**config.mk**
```make
export PLATFORM = sky130hd
export DESIGN_NAME = multi_queue_shared_store
export DESIGN_NICKNAME = d
export VERILOG_FILES = /design/src/design/mqs_pkg.sv /design/src/design/mqs_ram.sv /design/src/design/mqs_ctrl.sv /design/src/design/mqs_dp.sv /design/src/design/multi_queue_shared_store.sv
export SDC_FILE = /design/constraint.sdc
export NUM_CORES = 1
export LEC_CHECK = 0
export CAP_MARGIN = 20
export CORE_UTILIZATION = 44
export DETAILED_ROUTE_END_ITERATION = 6
export DONT_BUFFER_PORTS = 1
export PLACE_DENSITY = 0.56
export SYNTH_ARGS = -nofsm -noshare
export SYNTH_HDL_FRONTEND = slang
export SYNTH_SLANG_ARGS = --single-unit
```
**constraint.sdc**
```tcl
create_clock -name clk -period 6.3 [get_ports clk]
set_input_delay 0.315 -clock clk [delete_from_list [all_inputs] [get_ports clk]]
set_output_delay 0.315 -clock clk [all_outputs]
set_load 0.02 [all_outputs]
```
**src/design/mqs_pkg.sv**
```systemverilog
// Shared types and codes for the multi-queue shared store.
// No dependencies; imported by mqs_ctrl, mqs_dp and the top level.
package mqs_pkg;

	typedef enum logic [1:0] {
		STATUS_OK    = 2'd0,
		STATUS_FULL  = 2'd1,
		STATUS_EMPTY = 2'd2
	} status_t;

	typedef enum logic {
		REQ_PUSH = 1'b0,
		REQ_POP  = 1'b1
	} req_kind_t;

	typedef struct packed {
		logic               req_type;
		logic [1:0]         queue_id;
		logic signed [31:0] push_value;
	} req_t;

	typedef struct packed {
		logic [1:0]         status;
		logic signed [31:0] pop_value;
		logic               now_full;
		logic               now_empty;
	} rsp_t;

	typedef enum logic [1:0] {
		ST_IDLE,
		ST_EXEC,
		ST_FETCH
	} ctrl_state_t;

	// controller to datapath
	typedef struct packed {
		logic load;
		logic exec;
		logic fetch;
	} dp_cmd_t;

	// datapath to controller
	typedef struct packed {
		logic out_free;
	} dp_stat_t;

endpackage

```
**src/design/mqs_ram.sv**
```systemverilog
// Generic single-write, single-read RAM with registered read data.
// No dependencies.
module mqs_ram #(
	parameter int WIDTH = 32,
	parameter int DEPTH = 16,
	localparam int AW = (DEPTH > 1) ? $clog2(DEPTH) : 1
) (
	input  logic             clk,
	input  logic             we,
	input  logic [AW-1:0]    waddr,
	input  logic [WIDTH-1:0] wdata,
	input  logic [AW-1:0]    raddr,
	output logic [WIDTH-1:0] rdata
);

	logic [WIDTH-1:0] mem_q [DEPTH];

	always_ff @(posedge clk) begin
		if (we) begin
			mem_q[waddr] <= wdata;
		end
		rdata <= mem_q[raddr];
	end

endmodule

```
**src/design/mqs_ctrl.sv**
```systemverilog
// Controller state machine: sequences accept, execute and fetch steps.
// Depends on mqs_pkg.
module mqs_ctrl
	import mqs_pkg::*;
(
	input  logic     clk,
	input  logic     arst_n,
	input  logic     req_valid,
	output logic     req_ready,
	input  dp_stat_t stat,
	output dp_cmd_t  cmd
);

	ctrl_state_t state_q, state_d;

	always_ff @(posedge clk or negedge arst_n) begin
		if (!arst_n) begin
			state_q <= ST_IDLE;
		end else begin
			state_q <= state_d;
		end
	end

	always_comb begin
		state_d   = state_q;
		cmd       = '0;
		req_ready = 1'b0;
		case (state_q)
			ST_IDLE: begin
				req_ready = stat.out_free;
				if (req_valid && stat.out_free) begin
					cmd.load = 1'b1;
					state_d  = ST_EXEC;
				end
			end
			ST_EXEC: begin
				cmd.exec = 1'b1;
				state_d  = ST_FETCH;
			end
			ST_FETCH: begin
				cmd.fetch = 1'b1;
				state_d   = ST_IDLE;
			end
			default: begin
				state_d = ST_IDLE;
			end
		endcase
	end

endmodule

```
**src/design/mqs_dp.sv**
```systemverilog
// Datapath: per-queue head, tail and count registers, slot RAM, output register.
// Depends on mqs_pkg and mqs_ram.
module mqs_dp
	import mqs_pkg::*;
#(
	parameter int TOTAL_SLOTS = 16,
	parameter int QUEUE_COUNT = 4,
	parameter int DATA_WIDTH  = 32
) (
	input  logic     clk,
	input  logic     arst_n,
	input  req_t     req,
	output rsp_t     rsp,
	output logic     rsp_valid,
	input  logic     rsp_ready,
	input  dp_cmd_t  cmd,
	output dp_stat_t stat
);

	localparam int PART = TOTAL_SLOTS / QUEUE_COUNT;
	localparam int PW   = (PART > 1) ? $clog2(PART) : 1;
	localparam int CW   = (PART > 0) ? $clog2(PART + 1) : 1;
	localparam int AW   = (TOTAL_SLOTS > 1) ? $clog2(TOTAL_SLOTS) : 1;
	localparam int QW   = (QUEUE_COUNT > 1) ? $clog2(QUEUE_COUNT) : 1;
	localparam logic [PW-1:0] IDX_LAST = PW'((PART > 0) ? PART - 1 : 0);
	localparam logic [CW:0]   PART_C   = (CW + 1)'(PART);

	function automatic logic [QW-1:0] wrap_queue(input logic [1:0] id);
		int v;
		v = int'(id);
		for (int i = 0; i < 4; i++) begin
			if (v >= QUEUE_COUNT) begin
				v = v - QUEUE_COUNT;
			end
		end
		return QW'(v);
	endfunction

	function automatic logic [PW-1:0] advance(input logic [PW-1:0] idx);
		return (idx == IDX_LAST) ? '0 : idx + 1'b1;
	endfunction

	logic [PW-1:0] head_q  [QUEUE_COUNT];
	logic [PW-1:0] tail_q  [QUEUE_COUNT];
	logic [CW-1:0] count_q [QUEUE_COUNT];

	logic                  op_s1;
	logic [QW-1:0]         q_s1;
	logic [DATA_WIDTH-1:0] value_s1;

	logic [1:0] status_q;
	logic       pop_q;
	logic       full_q;
	logic       empty_q;
	logic       out_valid_q;
	rsp_t       rsp_q;

	logic [CW-1:0]         cnt;
	logic                  is_full;
	logic                  is_empty;
	logic                  do_push;
	logic                  do_pop;
	logic [CW-1:0]         cnt_next;
	logic [AW-1:0]         waddr;
	logic [AW-1:0]         raddr;
	logic [DATA_WIDTH-1:0] rdata;

	assign cnt      = count_q[q_s1];
	assign is_full  = {1'b0, cnt} >= PART_C;
	assign is_empty = (cnt == '0);
	assign do_push  = cmd.exec && (op_s1 == REQ_PUSH) && !is_full;
	assign do_pop   = cmd.exec && (op_s1 == REQ_POP) && !is_empty;
	assign cnt_next = do_push ? cnt + 1'b1 : (do_pop ? cnt - 1'b1 : cnt);
	assign waddr    = AW'(int'(q_s1) * PART + int'(tail_q[q_s1]));
	assign raddr    = AW'(int'(q_s1) * PART + int'(head_q[q_s1]));

	mqs_ram #(
		.WIDTH(DATA_WIDTH),
		.DEPTH(TOTAL_SLOTS)
	) u_store (
		.clk  (clk),
		.we   (do_push),
		.waddr(waddr),
		.wdata(value_s1),
		.raddr(raddr),
		.rdata(rdata)
	);

	// capture the request
	always_ff @(posedge clk) begin
		if (cmd.load) begin
			op_s1    <= req.req_type;
			q_s1     <= wrap_queue(req.queue_id);
			value_s1 <= DATA_WIDTH'($unsigned(req.push_value));
		end
	end

	always_ff @(posedge clk or negedge arst_n) begin
		if (!arst_n) begin
			for (int i = 0; i < QUEUE_COUNT; i++) begin
				head_q[i]  <= '0;
				tail_q[i]  <= '0;
				count_q[i] <= '0;
			end
		end else if (cmd.exec) begin
			count_q[q_s1] <= cnt_next;
			if (do_push) begin
				tail_q[q_s1] <= advance(tail_q[q_s1]);
			end
			if (do_pop) begin
				head_q[q_s1] <= advance(head_q[q_s1]);
			end
		end
	end

	// step results, held until the read data arrives
	always_ff @(posedge clk) begin
		if (cmd.exec) begin
			pop_q   <= do_pop;
			full_q  <= {1'b0, cnt_next} >= PART_C;
			empty_q <= (cnt_next == '0);
			if (op_s1 == REQ_PUSH && is_full) begin
				status_q <= STATUS_FULL;
			end else if (op_s1 == REQ_POP && is_empty) begin
				status_q <= STATUS_EMPTY;
			end else begin
				status_q <= STATUS_OK;
			end
		end
	end

	always_ff @(posedge clk) begin
		if (cmd.fetch) begin
			rsp_q.status    <= status_q;
			rsp_q.pop_value <= pop_q ? $signed(32'(rdata)) : '0;
			rsp_q.now_full  <= full_q;
			rsp_q.now_empty <= empty_q;
		end
	end

	always_ff @(posedge clk or negedge arst_n) begin
		if (!arst_n) begin
			out_valid_q <= 1'b0;
		end else if (cmd.fetch) begin
			out_valid_q <= 1'b1;
		end else if (rsp_ready) begin
			out_valid_q <= 1'b0;
		end
	end

	assign rsp           = rsp_q;
	assign rsp_valid     = out_valid_q;
	assign stat.out_free = !out_valid_q || rsp_ready;

endmodule

```
**src/design/multi_queue_shared_store.sv**
```systemverilog
// Several FIFO queues sharing one slot RAM, each with a fixed equal partition.
// Top level; depends on mqs_pkg, mqs_ctrl and mqs_dp.
//
// Request channel (req, req_valid, req_ready): push a value to a queue or pop
// its oldest value. Response channel (rsp, rsp_valid, rsp_ready): one response
// per request with status (ok, full, empty), the popped value (zero unless a
// pop succeeded) and the queue's full and empty flags after the operation.
// A queue id beyond the queue count wraps around the queue count.
//
// Timing: a request is taken in the idle state, updates the pointers and
// addresses the slot RAM in the execute state, and loads the response register
// in the fetch state, after which rsp_valid rises. One request is in flight at a
// time; the fetch state waits for the registered RAM read of a pop.
// The response register frees the input side: a new request is taken while the
// previous response is being taken in the same cycle. If the receiver stalls,
// the response holds and req_ready stays low until it is taken.
// Reset empties every queue at once; slot contents need no clearing since a
// slot is only read after it was written.
module multi_queue_shared_store
	import mqs_pkg::*;
#(
	parameter int TOTAL_SLOTS = 16,
	parameter int QUEUE_COUNT = 4,
	parameter int DATA_WIDTH  = 32
) (
	input  logic clk,
	input  logic arst_n,
	input  req_t req,
	input  logic req_valid,
	output logic req_ready,
	output rsp_t rsp,
	output logic rsp_valid,
	input  logic rsp_ready
);

	dp_cmd_t  cmd;
	dp_stat_t stat;

	mqs_ctrl u_ctrl (
		.clk      (clk),
		.arst_n   (arst_n),
		.req_valid(req_valid),
		.req_ready(req_ready),
		.stat     (stat),
		.cmd      (cmd)
	);

	mqs_dp #(
		.TOTAL_SLOTS(TOTAL_SLOTS),
		.QUEUE_COUNT(QUEUE_COUNT),
		.DATA_WIDTH (DATA_WIDTH)
	) u_dp (
		.clk      (clk),
		.arst_n   (arst_n),
		.req      (req),
		.rsp      (rsp),
		.rsp_valid(rsp_valid),
		.rsp_ready(rsp_ready),
		.cmd      (cmd),
		.stat     (stat)
	);

endmodule
```
; Word-level counts from Yosys, hierarchy flattened
; Memory sizes are Yosys's and may differ from the RTL's. A register that Yosys moved wholly into a read port is not among the register bits.
; Index checks and enable logic that the tools add are counted.
[totals]
mem_count = 1
out_inout_bits = 38
register_bits = 107
elab_cells = 93
mem_bits_rw = 512
[classes]
eq_ne = 5
n_lt_le_gt_ge = 4
bitwise_logic = 2
addsub = 6
n_mux = 32
reduce_logical = 18
[memory_table]
columns = name, words, width, rd, rd_clocked_by_memory_dff, wr, line
row1 = u_dp.u_store.mem_q, 16, 32, 1, 1, 1, mqs_ram.sv:16  ; logic [WIDTH-1:0] mem_q [DEPTH];
[ops]
columns = operator, count
row1 = $mux 2, 9
row2 = $bwmux 8, 2
row3 = $mux 3, 5
row4 = $bwmux 12, 1
row5 = $ge 3x3->1 const B, 3
row6 = $mux 1, 9
row7 = $add 4x2->4, 2
row8 = $bmux 2 s2, 2
row9 = $logic_and 1x1->1, 8
row10 = $bmux 3 s2, 1
row11 = $demux 3 s2, 1
row12 = $eq 2x2->1 const B, 3
row13 = $logic_not 3->1, 2
row14 = $add 2x1->2 const B, 2
row15 = $demux 2 s2, 1
row16 = $pmux 2 s2, 1
row17 = $reduce_and 2->1, 2
row18 = $add 3x1->3 const B, 1
row19 = $logic_not 1->1, 3
row20 = $lt 3x1->1 const B, 1
row21 = $not 2->3, 1
row22 = $sub 3x1->3 const B, 1
row23 = $eq 2x1->1 const B, 1
row24 = $logic_not 2->1, 1
row25 = other kinds (4), 4

; Logic depth before layout (Yosys ltp)
; Gate-level depths: netlist (run 1).
[depth]
depth_word = 10
mapped_depth = 10

; Modules after synthesis
; A second synthesis (run 1) with hierarchy kept.
[unflattened]
hier_cells = 1103
area_unflattened_um2 = 24070.6
[modules_own_cells]
columns = mod, cells_per_inst, area_each_um2, instances
row1 = mqs_ram, 838, 19835.3, 1
row2 = mqs_dp, 256, 4119.0, 1
row3 = mqs_ctrl, 9, 116.4, 1

; Least setup slack after synthesis (run 1)
; Ideal clock, no wire load.
[synth_path]
path_kind = register to register
start = reg u_dp.q_s1[1]
end = mem u_dp.u_store.mem_q[13][0] (enable)
synth_period_minus_slack_ps = 3242
arrival_time_ps = 2850
stages_incl_launch_ff = 9
path_buffers = 4
setup_slack_ps = 3058
cell_sequence = edfxtp_1 > clkbuf_1 > buf_2 > buf_1 > buf_1 > mux4_2 > inv_1 > ha_1 > and2_1
[synth_via]
elab_chain_cells = 9
word_cells_on_any_way = 13
[synth_lines]
columns = item, line
row1 = "start, declared", mqs_dp.sv:48  ; logic [QW-1:0] q_s1;
row2 = "start signal, assigned", mqs_dp.sv:93  ; q_s1 <= wrap_queue(req.queue_id);
row3 = $not 2->3 (not written as such), "mqs_dp.sv:68, mqs_dp.sv:74"
row4 = $bmux 3 s2, mqs_dp.sv:68  ; assign cnt = count_q[q_s1];
row5 = $mux 3 (not written as such) (2 in a row), mqs_dp.sv:68
row6 = $ge 3x3->1, mqs_dp.sv:69  ; assign is_full = {1'b0, cnt} >= PART_C;
row7 = $logic_not 1->1, mqs_dp.sv:71  ; assign do_push = cmd.exec && (op_s1 == REQ_PUSH) && !is_full;
row8 = $logic_and 1x1->1, mqs_dp.sv:71
row9 = $mux 1, mqs_ram.sv:19  ; if (we) begin
row10 = $mux 1 (not written as such), mqs_ram.sv:20  ; mem_q[waddr] <= wdata;
row11 = "end, declared", mqs_ram.sv:16
; Parallel ways exist; a longest one is shown, timed or not. The select of a mux whose other input is x is not followed.

; Worst setup path in the final report (run 1)
[layout_path]
start = reg u_dp.q_s1[0]
end = reg u_dp.u_store.rdata[26], read port of u_dp.u_store.mem_q
[layout_via]
elab_chain_cells = 5
[layout_lines]
columns = item, line
row1 = $not 2->3 (not written as such), mqs_dp.sv:75  ; assign raddr = AW'(int'(q_s1) * PART + int'(head_q[q_s1]));
row2 = $bmux 2 s2, mqs_dp.sv:75
row3 = $mux 2 (not written as such) (2 in a row), mqs_dp.sv:75
row4 = $add 4x2->4 (*), mqs_dp.sv:75
row5 = "end, declared", mqs_ram.sv:13  ; output logic [WIDTH-1:0] rdata
; Every way passes the cells marked *; elsewhere a longest branch is shown, timed or not. The select of a mux whose other input is x is not followed.
; A chain may end at the register's enable or synchronous reset.

==> metrics.cfg, run 1 <==
[run_status]
status = completed

[floorplanning]
core_area_mm2 = 0.0555
die_h_um = 240
ios = 77
start_util_pct = 44.9
die_x_um = 240
dieArea_mm2 = 0.0576
rows = 86

[critical_path]
critical_path.startpoint = u_dp.q_s1[0]
cp-start-kind = register
cp.required_ps = 6790
rr_startpoint = u_dp.q_s1[0]
path_max_fanout = 91
critPathCaptureType = register
critical_path_class = reg -> reg
arrival_ps = 4000

[sta]
rsz0062_at_grt = false
maxSlewViolCount = 0
fmax_mhz = 285
period_needed_ps = 3500
slew_headroom_pct = 28.5
finClkSkew_ps = 14.9
holdWs_ps = 190
setup_viol = 0
finalHoldViolCount = 0
setup_total_negative_slack_ps = 0
worstMarginPinSlew_ps = 1060
post-route-period-util_pct = 55.6
fin_ws_ps = 2800

[global_route]
grt_use_total_pct = 17.7
grt_pass1_vias = 11400
grt-ovfl-total = 0
grt_max_degree = 92
grt_pass1_wl_um = 74100
antenna_found_initial = 1

[clock_network]
cts_buffers = 69
holdBufCountCts = 39
cts.clk_slew.worst_paths_ps = 60
clock-root-buffer = clkbuf_16
cts_htree_levels = 3
clockBufferDepth = 3
cts-resized-gates = 0
worstSkewPairLatency_ps = 590
post_cts_buffers = 0
tritoncts = built
clock_sinks = 651

[yosys]
syn_nets = 1263
syn_area_per_cell_um2 = 20.5
ys_seq_area_share_pct = 76.5
synthFlopType = edfxtp_1
ys_seq_elements = 651
synth-edff-count = 588
async_flop_share_pct = 4.76
yosysUniqueCellTypes = 35
ys_warn_count = 0
synthCells = 1217
syn_area_mm2 = 0.0249

[power]
pwr-share-clk_pct = 31.3
p_leak_nw = 9.34
irDropWorstVdd_mv = 0.297
p_seq_share_pct = 45.5
switchingPower_mw = 3.37
power_density_mw_per_mm2 = 434
pwr-share-comb_pct = 23.1
intPower_mw = 8.94
switching_share_pct = 27.4

[final_layout]
layout-drive-gt1-share_pct = 17.1
insertedDiodeCount = 0
fin_nets = 1348
finalNonFillerCells = 2103
area_growth_pct = 13.7

[drt]
drt_iter0_drc = 832
totalWireLength_um = 49100
vias_per_cell = 5.20
remaining_drc_errors = 0
routedWlPerCell_um = 23.4
first_pass_iters = 5
ant_nets = 0
dr_total_vias = 10900

[place]
port_buffers = 0
dp.cells = 1936
place_hpwl_um = 25300
place_ws_ps = 2670
gp_congestion = 0.701

[run]
max-cap-violations = 0

[hold_path]
hp-class = in -> async

[layout by cell type (no fill, tap or decap), types with 17 or more instances in the layout]
cell type	n
clkbuf_1	23
dfxtp_1	32
edfxtp_1	588
dfrtp_1	31
clkbuf_16	73
and2_1	34
mux2i_1	288
and2_2	17
buf_4	22
mux4_2	69
nor2_1	19
dlygate4sd3_1	38
[critical path, stage by stage, from the launching register on]
cell and delay (ps):
edfxtp_1 340, buf_4 430, mux4_4 1100, buf_12 380, mux2i_1 220, mux4_2 490, mux2i_1 200
[registers in the layout, indices dropped and copies added, names as in the netlist, 2 cells and up]
name / count
u_dp.count_q: 12
u_dp.u_store.mem_q: 512
u_dp.q_s1: 2
u_dp.head_q: 8
u_dp.value_s1: 32
u_dp.rsp: 36
u_dp.status_q: 2
u_dp.tail_q: 8
u_dp.u_store.rdata: 32
u_ctrl.state_q: 2
[cell families (layout without fill, tap and decap cells)]
family	Yosys count	count (layout)	synth area share [%]
AOI/OAI and AO/OA	20	20	0.472
and+or+nand+nor	97	97	2.15
DFF	651	651	76.5
adders and majority gates	7	7	0.351
muxes	373	373	18.6
buffers and inverters	63	201	1.69
xor gates and xnor gates	6	6	0.211
[final timing paths]
kind,end,slack [ps],cells past startpoint
min reg2reg,u_dp.rsp[35],420,0
max reg2reg,u_dp.u_store.rdata[26],2800,6
max,u_dp.u_store.rdata[26],2800,6
min in group clk,u_dp.value_s1[2],350,1
max in group asynchronous,u_dp.head_q[7],5930,2
min,u_dp.count_q[4],190,2
[power by group through the flow]
stage / registers [mW] / logic (mW) / clock network, mW
3_5_place_dp: 5.70 / 2.89 / 0
2_1_floorplan: 5.56 / 2.44 / 0
4_1_cts: 5.61 / 2.92 / 3.95
3_3_place_gp: 5.69 / 2.86 / 0
5_1_grt: 5.66 / 3.10 / 4.13
6_report: 5.61 / 2.85 / 3.86
[through the flow]
step	total power [mW]	util (%)	area, µm²
after floorplan	8.00	-	24900
after detailed placement	8.59	46.3	25700
after CTS	12.5	51.0	28300
final	12.3	51.1	28400
after global placement	8.55	46.3	25700
after global routing	12.9	51.1	28400
[per-layer routing]
metal | GRT usage [%] | routed length (µm) | share of wire, %
met5 | 0 | 0 | 0
met4 | 4.96 | 1040 | 2.1
met3 | 3.67 | 1670 | 3.4
met2 | 28.6 | 23800 | 48
met1 | 24.5 | 22600 | 46
[synthesized netlist by cell type, drive strengths merged (9+ instances only)]
cell type,n,area share (%)
a21oi,10,0.20
and2,51,1.3
buf,40,1.3
clkbuf,14,0.21
dfrtp,31,3.1
dfxtp,32,2.6
edfxtp,588,71
inv,9,0.14
mux2,14,0.63
mux2i,288,12
mux4,71,6.4
nor2,19,0.29
[cell type report]
| cell class | count | area (µm²) |
|---|---|---|
| multi-input cells | 503 | 5470 |
| well taps | 748 | 936 |
| flip-flops and latches | 651 | 19100 |
| clock inverters | 19 | 118 |
| fillers | 4491 | 27200 |
| clock buffers | 105 | 2040 |
| inverters | 9 | 33.8 |
| repair buffers | 68 | 691 |
Note: power is estimated with default switching activity, not from simulation.
==> run 2, diff against run 1 <==
--- a/config.mk
+++ b/config.mk
@@ -5,11 +5,12 @@
 export SDC_FILE = /design/constraint.sdc
 export NUM_CORES = 1
 export LEC_CHECK = 0
+export ABC_AREA = 1
 export CAP_MARGIN = 20
 export CORE_UTILIZATION = 44
 export DETAILED_ROUTE_END_ITERATION = 6
 export DONT_BUFFER_PORTS = 1
-export PLACE_DENSITY = 0.56
+export PLACE_DENSITY = 0.58
 export SYNTH_ARGS = -nofsm -noshare
 export SYNTH_HDL_FRONTEND = slang
 export SYNTH_SLANG_ARGS = --single-unit
==> constraint.sdc (replaced) <==
create_clock -name clk -period 3.1 [get_ports clk]
set_input_delay 0.155 -clock clk [delete_from_list [all_inputs] [get_ports clk]]
set_output_delay 0.155 -clock clk [all_outputs]
set_load 0.02 [all_outputs]
==> metrics.cfg, run 2 <==
[sta]
worstMarginPinSlew_ps = 998  ; was 1060 ps
setup_total_negative_slack_ps = 0  ; unchanged
rsz0062_at_grt = false  ; unchanged
holdWs_ps = 71.9  ; was 190 ps
maxSlewViolCount = 0  ; unchanged
finalHoldViolCount = 0  ; unchanged
post-route-period-util_pct = 92.0  ; was 55.6%
fmax_mhz = 351  ; was 285 MHz
setup_viol = 0  ; unchanged
period_needed_ps = 2850  ; was 3500 ps
fin_ws_ps = 249  ; was 2800 ps
slew_headroom_pct = 33.5  ; was 28.5%
finClkSkew_ps = 24.1  ; was 14.9 ps

[yosys]
yosysMostFrequentCell = nand2_1  ; was edfxtp_1
ys_seq_elements = 651  ; unchanged
ys_warn_count = 0  ; unchanged
syn_area_per_cell_um2 = 10.9  ; was 20.5 µm²
yosysUniqueCellTypes = 26  ; was 35
synthFlopType = edfxtp_1  ; unchanged
synthTopCellsByArea = edfxtp_1 64%, nand2_1 10%, nand3b_1 6.1%  ; was edfxtp_1 71%, mux2i_1 12%, mux4_2 6.4%
synth_common_cells = 746 x nand2_1, 588 x edfxtp_1, 409 x inv_1  ; was 588 x edfxtp_1, 288 x mux2i_1, 71 x mux4_2
yosysTopAreaCell = edfxtp_1  ; unchanged
syn_area_mm2 = 0.0277  ; was 0.0249 mm²
ys_seq_area_share_pct = 69.0  ; was 76.5%
syn_nets = 2582  ; was 1,263
synthCells = 2536  ; was 1,217
synth_top_area_share_pct = 63.8  ; was 70.8%
synth-edff-count = 588  ; unchanged
async_flop_share_pct = 4.76  ; unchanged

[global_route]
grt_use_total_pct = 21.2  ; was 17.7%
grt_max_degree = 175  ; was 92
grt_pass1_wl_um = 102000  ; was 74,100 µm
grt_pass1_vias = 17400  ; was 11.4k
antenna_found_initial = 0  ; was 1
grt-ovfl-total = 0  ; unchanged

[place]
port_buffers = 0  ; unchanged
place_hpwl_um = 36400  ; was 25,300 µm
place_ws_ps = 336  ; was 2670 ps
gp_congestion = 0.887  ; was 0.701

[drt]
ant_nets = 0  ; unchanged
vias_per_cell = 5.02  ; was 5.20
routedWlPerCell_um = 19.1  ; was 23.4 µm
dr_total_vias = 17500  ; was 10.9k
first_pass_iters = 7  ; was 5
drt_iter0_drc = 1509  ; was 832
totalWireLength_um = 66400  ; was 49,100 µm
remaining_drc_errors = 0  ; unchanged

[clock_network]
tritoncts = built  ; unchanged
clock_sinks = 651  ; unchanged
clock-root-buffer = clkbuf_16  ; unchanged
clockBufferDepth = 3  ; unchanged
cts_buffers = 72  ; was 69
worstSkewPairLatency_ps = 610  ; was 590 ps
cts.clk_slew.worst_paths_ps = 60  ; about the same
cts-resized-gates = 0  ; unchanged
cts_htree_levels = 3  ; unchanged

[critical_path]
critical_path_class = reg -> reg  ; unchanged
critPathCaptureType = register  ; unchanged
arrival_ps = 3210  ; was 4000 ps
cp.required_ps = 3460  ; was 6790 ps
path_max_fanout = 14  ; was 91
cp-start-kind = register  ; unchanged

[power]
irDropWorstVdd_mv = 0.567  ; was 0.297 mV
pwr-share-comb_pct = 20.9  ; was 23.1%
power_density_mw_per_mm2 = 797  ; was 434 mW/mm²
pwr-share-clk_pct = 34.1  ; was 31.3%
switching_share_pct = 31.4  ; was 27.4%
p_seq_share_pct = 45.0  ; was 45.5%
p_leak_nw = 13.2  ; was 9.34 nW
intPower_mw = 17.4  ; was 8.94 mW
switchingPower_mw = 7.96  ; was 3.37 mW

[floorplanning]
core_area_mm2 = 0.0619  ; was 0.0555 mm²
start_util_pct = 44.7  ; was 44.9%
die_h_um = 253  ; was 240 µm
dieArea_mm2 = 0.0639  ; was 0.0576 mm²
ios = 77  ; unchanged
die_x_um = 253  ; was 240 µm
rows = 91  ; was 86

[hold_path]
hp-class = in -> async  ; unchanged

[final_layout]
largest_register_ffs = 512  ; unchanged
layout-drive-gt1-share_pct = 8.10  ; was 17.1%
fill_cells = 5415  ; was 4,491
fin_util_pct = 51.4  ; was 51.1%
insertedDiodeCount = 0  ; unchanged
final_common_cell = nand2_1  ; was edfxtp_1
fin_nets = 2629  ; was 1,348
final_cell_mix = 745 x nand2_1, 588 x edfxtp_1, 407 x inv_1, 294 x nand3_1, 224 x nand3b_1  ; was 588 x edfxtp_1, 288 x mux2i_1, 73 x clkbuf_16, 69 x mux4_2, 38 x dlygate4sd3_1
regMostFlops = u_dp.u_store.mem_q  ; unchanged
area_growth_pct = 15.1  ; was 13.7%

[run_status]
status = completed  ; unchanged

[run]
max-cap-violations = 0  ; unchanged

[run 2: final cells by class]
type                    instances  area (µm²)  area share, %
flip-flops and latches        651       19100           59.9
repair buffers                104        1190           3.74
well taps                     837        1050           3.29
inverters                     417        1570           4.93
multi-input cells            1337        6540           20.5
clock inverters                40         373           1.17
clock buffers                  93        2030           6.39
[run 2: metal layers]
| metal | global-route usage [%] | wire [µm] |
|---|---|---|
| met1 | 28.6 | 29300 |
| met2 | 34.8 | 32000 |
| met3 | 3.14 | 3440 |
| met4 | 7.62 | 1710 |
| met5 | 0 | 0 |
[run 2: worst max-delay path, cell delays in order, from the launching register on]
cell and delay (ps):
edfxtp_1 540, inv_2 170, nand2_1 100, inv_2 120, buf_4 290, nand2_1 90
nand2_1 70, nor2_1 40, o21ai_0 130, inv_1 150, ha_1 220, nand3_1 140
nand2_1 130, nand2_1 90, nand3_1 60, nand2_1 180, nor2_1 70
[run 2: path summary, 6_finish.rpt]
check | start | end | slack [ps] | cells after the start
worst max-delay path | u_dp.q_s1[1] | u_dp.empty_q | 250 | 16
worst min-delay path | arst_n | u_dp.rsp_valid | 70 | 3
worst max register to register | u_dp.q_s1[1] | u_dp.empty_q | 250 | 16
worst min register to register | u_dp.status_q[0] | u_dp.rsp[34] | 430 | 0
max in group asynchronous | arst_n | u_dp.tail_q[0] | 2850 | 3
min in group clk | req[25] | u_dp.value_s1[25] | 160 | 1
[run 2: timing repair]
item / 4_1_cts / 5_1_grt
hold buffers: 41 / 0
setup buffers: 0 / 0
hold endpoints to repair: 68 / 0
[run 2: kinds of logic after synthesis]
logic type | count (synthesis) | share of synthesized area (%)
AND/OR/NAND/NOR | 1304 | 22.1
flip-flops | 651 | 69.0
buffers and inverters | 548 | 8.06
AO/OA/AOI/OAI | 25 | 0.475
adder cells (fa/ha/maj) | 7 | 0.317
XOR/XNOR | 1 | 0.0588
[run 2: metrics by stage]
step | area [µm²] | std cells | power, mW
2_1_floorplan | 27700 | 2536 | 15.0
3_3_place_gp | 29000 | 3305 | 16.8
3_5_place_dp | 29000 | 3305 | 16.9
4_1_cts | 31800 | 3479 | 25.6
5_1_grt | 31800 | 3479 | 26.6
6_report | 31800 | 3479 | 25.4
[run 2: power groups by stage]
stage                     clock [mW]  combinational, mW  sequential (mW)
after global routing            9.12               5.98             11.5
after floorplan                    0               3.67             11.3
final                           8.64               5.31             11.4
after global placement             0               5.24             11.6
after CTS                       8.82               5.38             11.4
after detailed placement           0               5.30             11.6
==> run 3, diff against run 2 <==
--- a/config.mk
+++ b/config.mk
@@ -10,7 +10,7 @@
 export CORE_UTILIZATION = 44
 export DETAILED_ROUTE_END_ITERATION = 6
 export DONT_BUFFER_PORTS = 1
-export PLACE_DENSITY = 0.58
+export PLACE_DENSITY = 0.56
 export SYNTH_ARGS = -nofsm -noshare
 export SYNTH_HDL_FRONTEND = slang
 export SYNTH_SLANG_ARGS = --single-unit
==> constraint.sdc (replaced) <==
create_clock -name clk -period 3.2 [get_ports clk]
set_input_delay 0.16 -clock clk [delete_from_list [all_inputs] [get_ports clk]]
set_output_delay 0.16 -clock clk [all_outputs]
set_load 0.02 [all_outputs]
==> metrics.cfg, run 3 (synthesis gave the netlist of run 2 again) <==
[hold_path]
hp-class = in -> reg  ; was in -> async

[critical_path]
path_max_fanout = 22  ; was 14
arrival_ps = 3000  ; was 3210 ps
cp-start-kind = register  ; unchanged
critical_path_class = reg -> reg  ; unchanged
cp.required_ps = 3440  ; was 3460 ps
critPathCaptureType = register  ; unchanged

[floorplanning]
die_x_um = 253  ; unchanged
dieArea_mm2 = 0.0639  ; unchanged
die_h_um = 253  ; unchanged
core_area_mm2 = 0.0619  ; unchanged
start_util_pct = 44.7  ; unchanged
ios = 77  ; unchanged
rows = 91  ; unchanged

[final_layout]
regMostFlops = u_dp.u_store.mem_q  ; unchanged
final_common_cell = nand2_1  ; unchanged
multi_input_area_mm2 = 0.00654  ; unchanged
layout-drive-gt1-share_pct = 7.29  ; was 8.10%
fin_area_mm2 = 0.0317  ; was 0.0318 mm²
insertedDiodeCount = 0  ; unchanged
area_growth_pct = 14.4  ; was 15.1%
fin_nets = 2623  ; was 2,629
fill_cells = 5469  ; was 5,415
finalNonFillerCells = 3471  ; was 3,479
final-seq-area_mm2 = 0.0191  ; unchanged
final_cell_mix = 745 x nand2_1, 588 x edfxtp_1, 407 x inv_1, 294 x nand3_1, 224 x nand3b_1  ; unchanged
largest_register_ffs = 512  ; unchanged

[place]
gp_congestion = 0.864  ; was 0.887
place_ws_ps = 479  ; was 336 ps
place_hpwl_um = 36500  ; was 36,400 µm
dpl_cell_area_mm2 = 0.0289  ; was 0.0290 mm²
port_buffers = 0  ; unchanged
dp.cells = 3299  ; was 3,305

[global_route]
grt_pass1_wl_um = 103000  ; was 102,000 µm
antenna_found_initial = 0  ; unchanged
grt_pass1_vias = 17100  ; was 17.4k
grt_use_total_pct = 21.3  ; was 21.2%
grt-ovfl-total = 0  ; unchanged
grt_max_degree = 133  ; was 175

[drt]
drt_iter0_drc = 1379  ; was 1,509
routed-wl-met2_um = 30900  ; was 32,000 µm
route.met3.wl_um = 3400  ; was 3440 µm
top_layer_used = met4  ; unchanged
ant_nets = 0  ; unchanged
first_pass_iters = 7  ; unchanged
wl_met1_um = 30900  ; was 29,300 µm
vias_per_cell = 5.02  ; about the same
routedWlPerCell_um = 19.1  ; about the same
totalWireLength_um = 66400  ; about the same
remaining_drc_errors = 9  ; was 0
dr_total_vias = 17400  ; was 17.5k

[sta]
fin_ws_ps = 441  ; was 249 ps
period_needed_ps = 2760  ; was 2850 ps
maxSlewViolCount = 0  ; unchanged
slew_headroom_pct = 41.2  ; was 33.5%
holdWs_ps = 166  ; was 71.9 ps
finClkSkew_ps = 31.0  ; was 24.1 ps
rsz0062_at_grt = false  ; unchanged
worstMarginPinSlew_ps = 882  ; was 998 ps
setup_total_negative_slack_ps = 0  ; unchanged
finalHoldViolCount = 0  ; unchanged
post-route-period-util_pct = 86.2  ; was 92.0%
fmax_mhz = 362  ; was 351 MHz
setup_viol = 0  ; unchanged

[power]
p_seq_share_pct = 45.5  ; was 45.0%
pwr-share-comb_pct = 21.0  ; was 20.9%
irDropWorstVdd_mv = 0.495  ; was 0.567 mV
switching_share_pct = 31.4  ; about the same
intPower_mw = 16.7  ; was 17.4 mW
pwr-share-clk_pct = 33.5  ; was 34.1%
p_leak_nw = 13.2  ; about the same
power_density_mw_per_mm2 = 769  ; was 797 mW/mm²
switchingPower_mw = 7.63  ; was 7.96 mW

[run_status]
status = finished, violations left  ; was completed
violations = design-rule violations

[clock_network]
cts.clk_slew.worst_paths_ps = 60  ; about the same
worstSkewPairLatency_ps = 620  ; was 610 ps
cts_buffers = 71  ; was 72
post_cts_buffers = 0  ; unchanged
cts_htree_levels = 3  ; unchanged
clock-root-buffer = clkbuf_16  ; unchanged
clock_sinks = 651  ; unchanged
tritoncts = built  ; unchanged
clockBufferDepth = 3  ; unchanged

[run]
max-cap-violations = 0  ; unchanged

==> run 3: cell types whose count changed in the layout (fill, tap and decap cells not counted), sizes merged <==
| cell | delta |
|---|---|
| clkbuf | +8 |
| buf | -6 |
| clkinv | -5 |
| inv | -3 |
| clkinvlp | -2 |
| bufinv | -1 |
| dlygate4sd3 | +1 |
==> run 3: metal layers <==
| layer | vias to the layer above | track usage (%) |
|---|---|---|
| met5 | - | 0 |
| met4 | 0 | 6.22 |
| met3 | 75 | 3.17 |
| met2 | 462 | 33.7 |
| met1 | 8510 | 30.5 |
| li1 | 8385 | - |
==> run 3: final timing paths <==
path	startpoint	cells after the start	slack (ps)	to
setup / recovery	u_dp.q_s1[0]	11	440	u_dp.u_store.mem_q[0][8]
min in group asynchronous	arst_n	3	500	u_dp.count_q[10]
hold / removal	req[28]	1	170	u_dp.value_s1[28]
setup reg to reg	u_dp.q_s1[0]	11	440	u_dp.u_store.mem_q[0][8]
max in group asynchronous	arst_n	4	2380	u_dp.count_q[9]
hold reg to reg	u_dp.empty_q	0	420	u_dp.rsp[0]
==> run 3: final cells by class <==
type / count / share of cell area, %
multi-input cells: 1337 / 20.6
clock buffers: 101 / 6.49
well taps: 837 / 3.31
repair buffers: 99 / 3.46
flip-flops and latches: 651 / 60.3
clock inverters: 29 / 0.878
inverters: 417 / 4.96
==> run 3: critical path, cell delays in order, from the launching register on <==
cell,delay (ps)
edfxtp_1,610
inv_4,90
nand2_1,80
nand2_1,50
nand2_1,70
nand2_1,70
inv_1,100
nand2_1,140
inv_1,210
nand2_1,340
nor2_4,190
buf_4,420
==> run 3: power groups by stage <==
stage	Sequential (mW)	Combinational, mW	Clock, mW
2_1_floorplan	11.0	3.55	0
5_1_grt	11.2	5.76	8.67
4_1_cts	11.1	5.17	8.34
3_5_place_dp	11.3	5.09	0
3_3_place_gp	11.2	5.05	0
6_report	11.1	5.11	8.15
==> run 3: repair_timing <==
action,4_1_cts,5_1_grt
resized for setup,0,0
hold buffers,42,0
hold endpoints to repair,68,0
==> run 3: metrics by stage <==
stage / utilization, % / power (mW)
2_1_floorplan: - / 14.5
3_3_place_gp: 46.6 / 16.3
3_5_place_dp: 46.6 / 16.4
4_1_cts: 51.1 / 24.6
5_1_grt: 51.1 / 25.6
6_report: 51.1 / 24.3
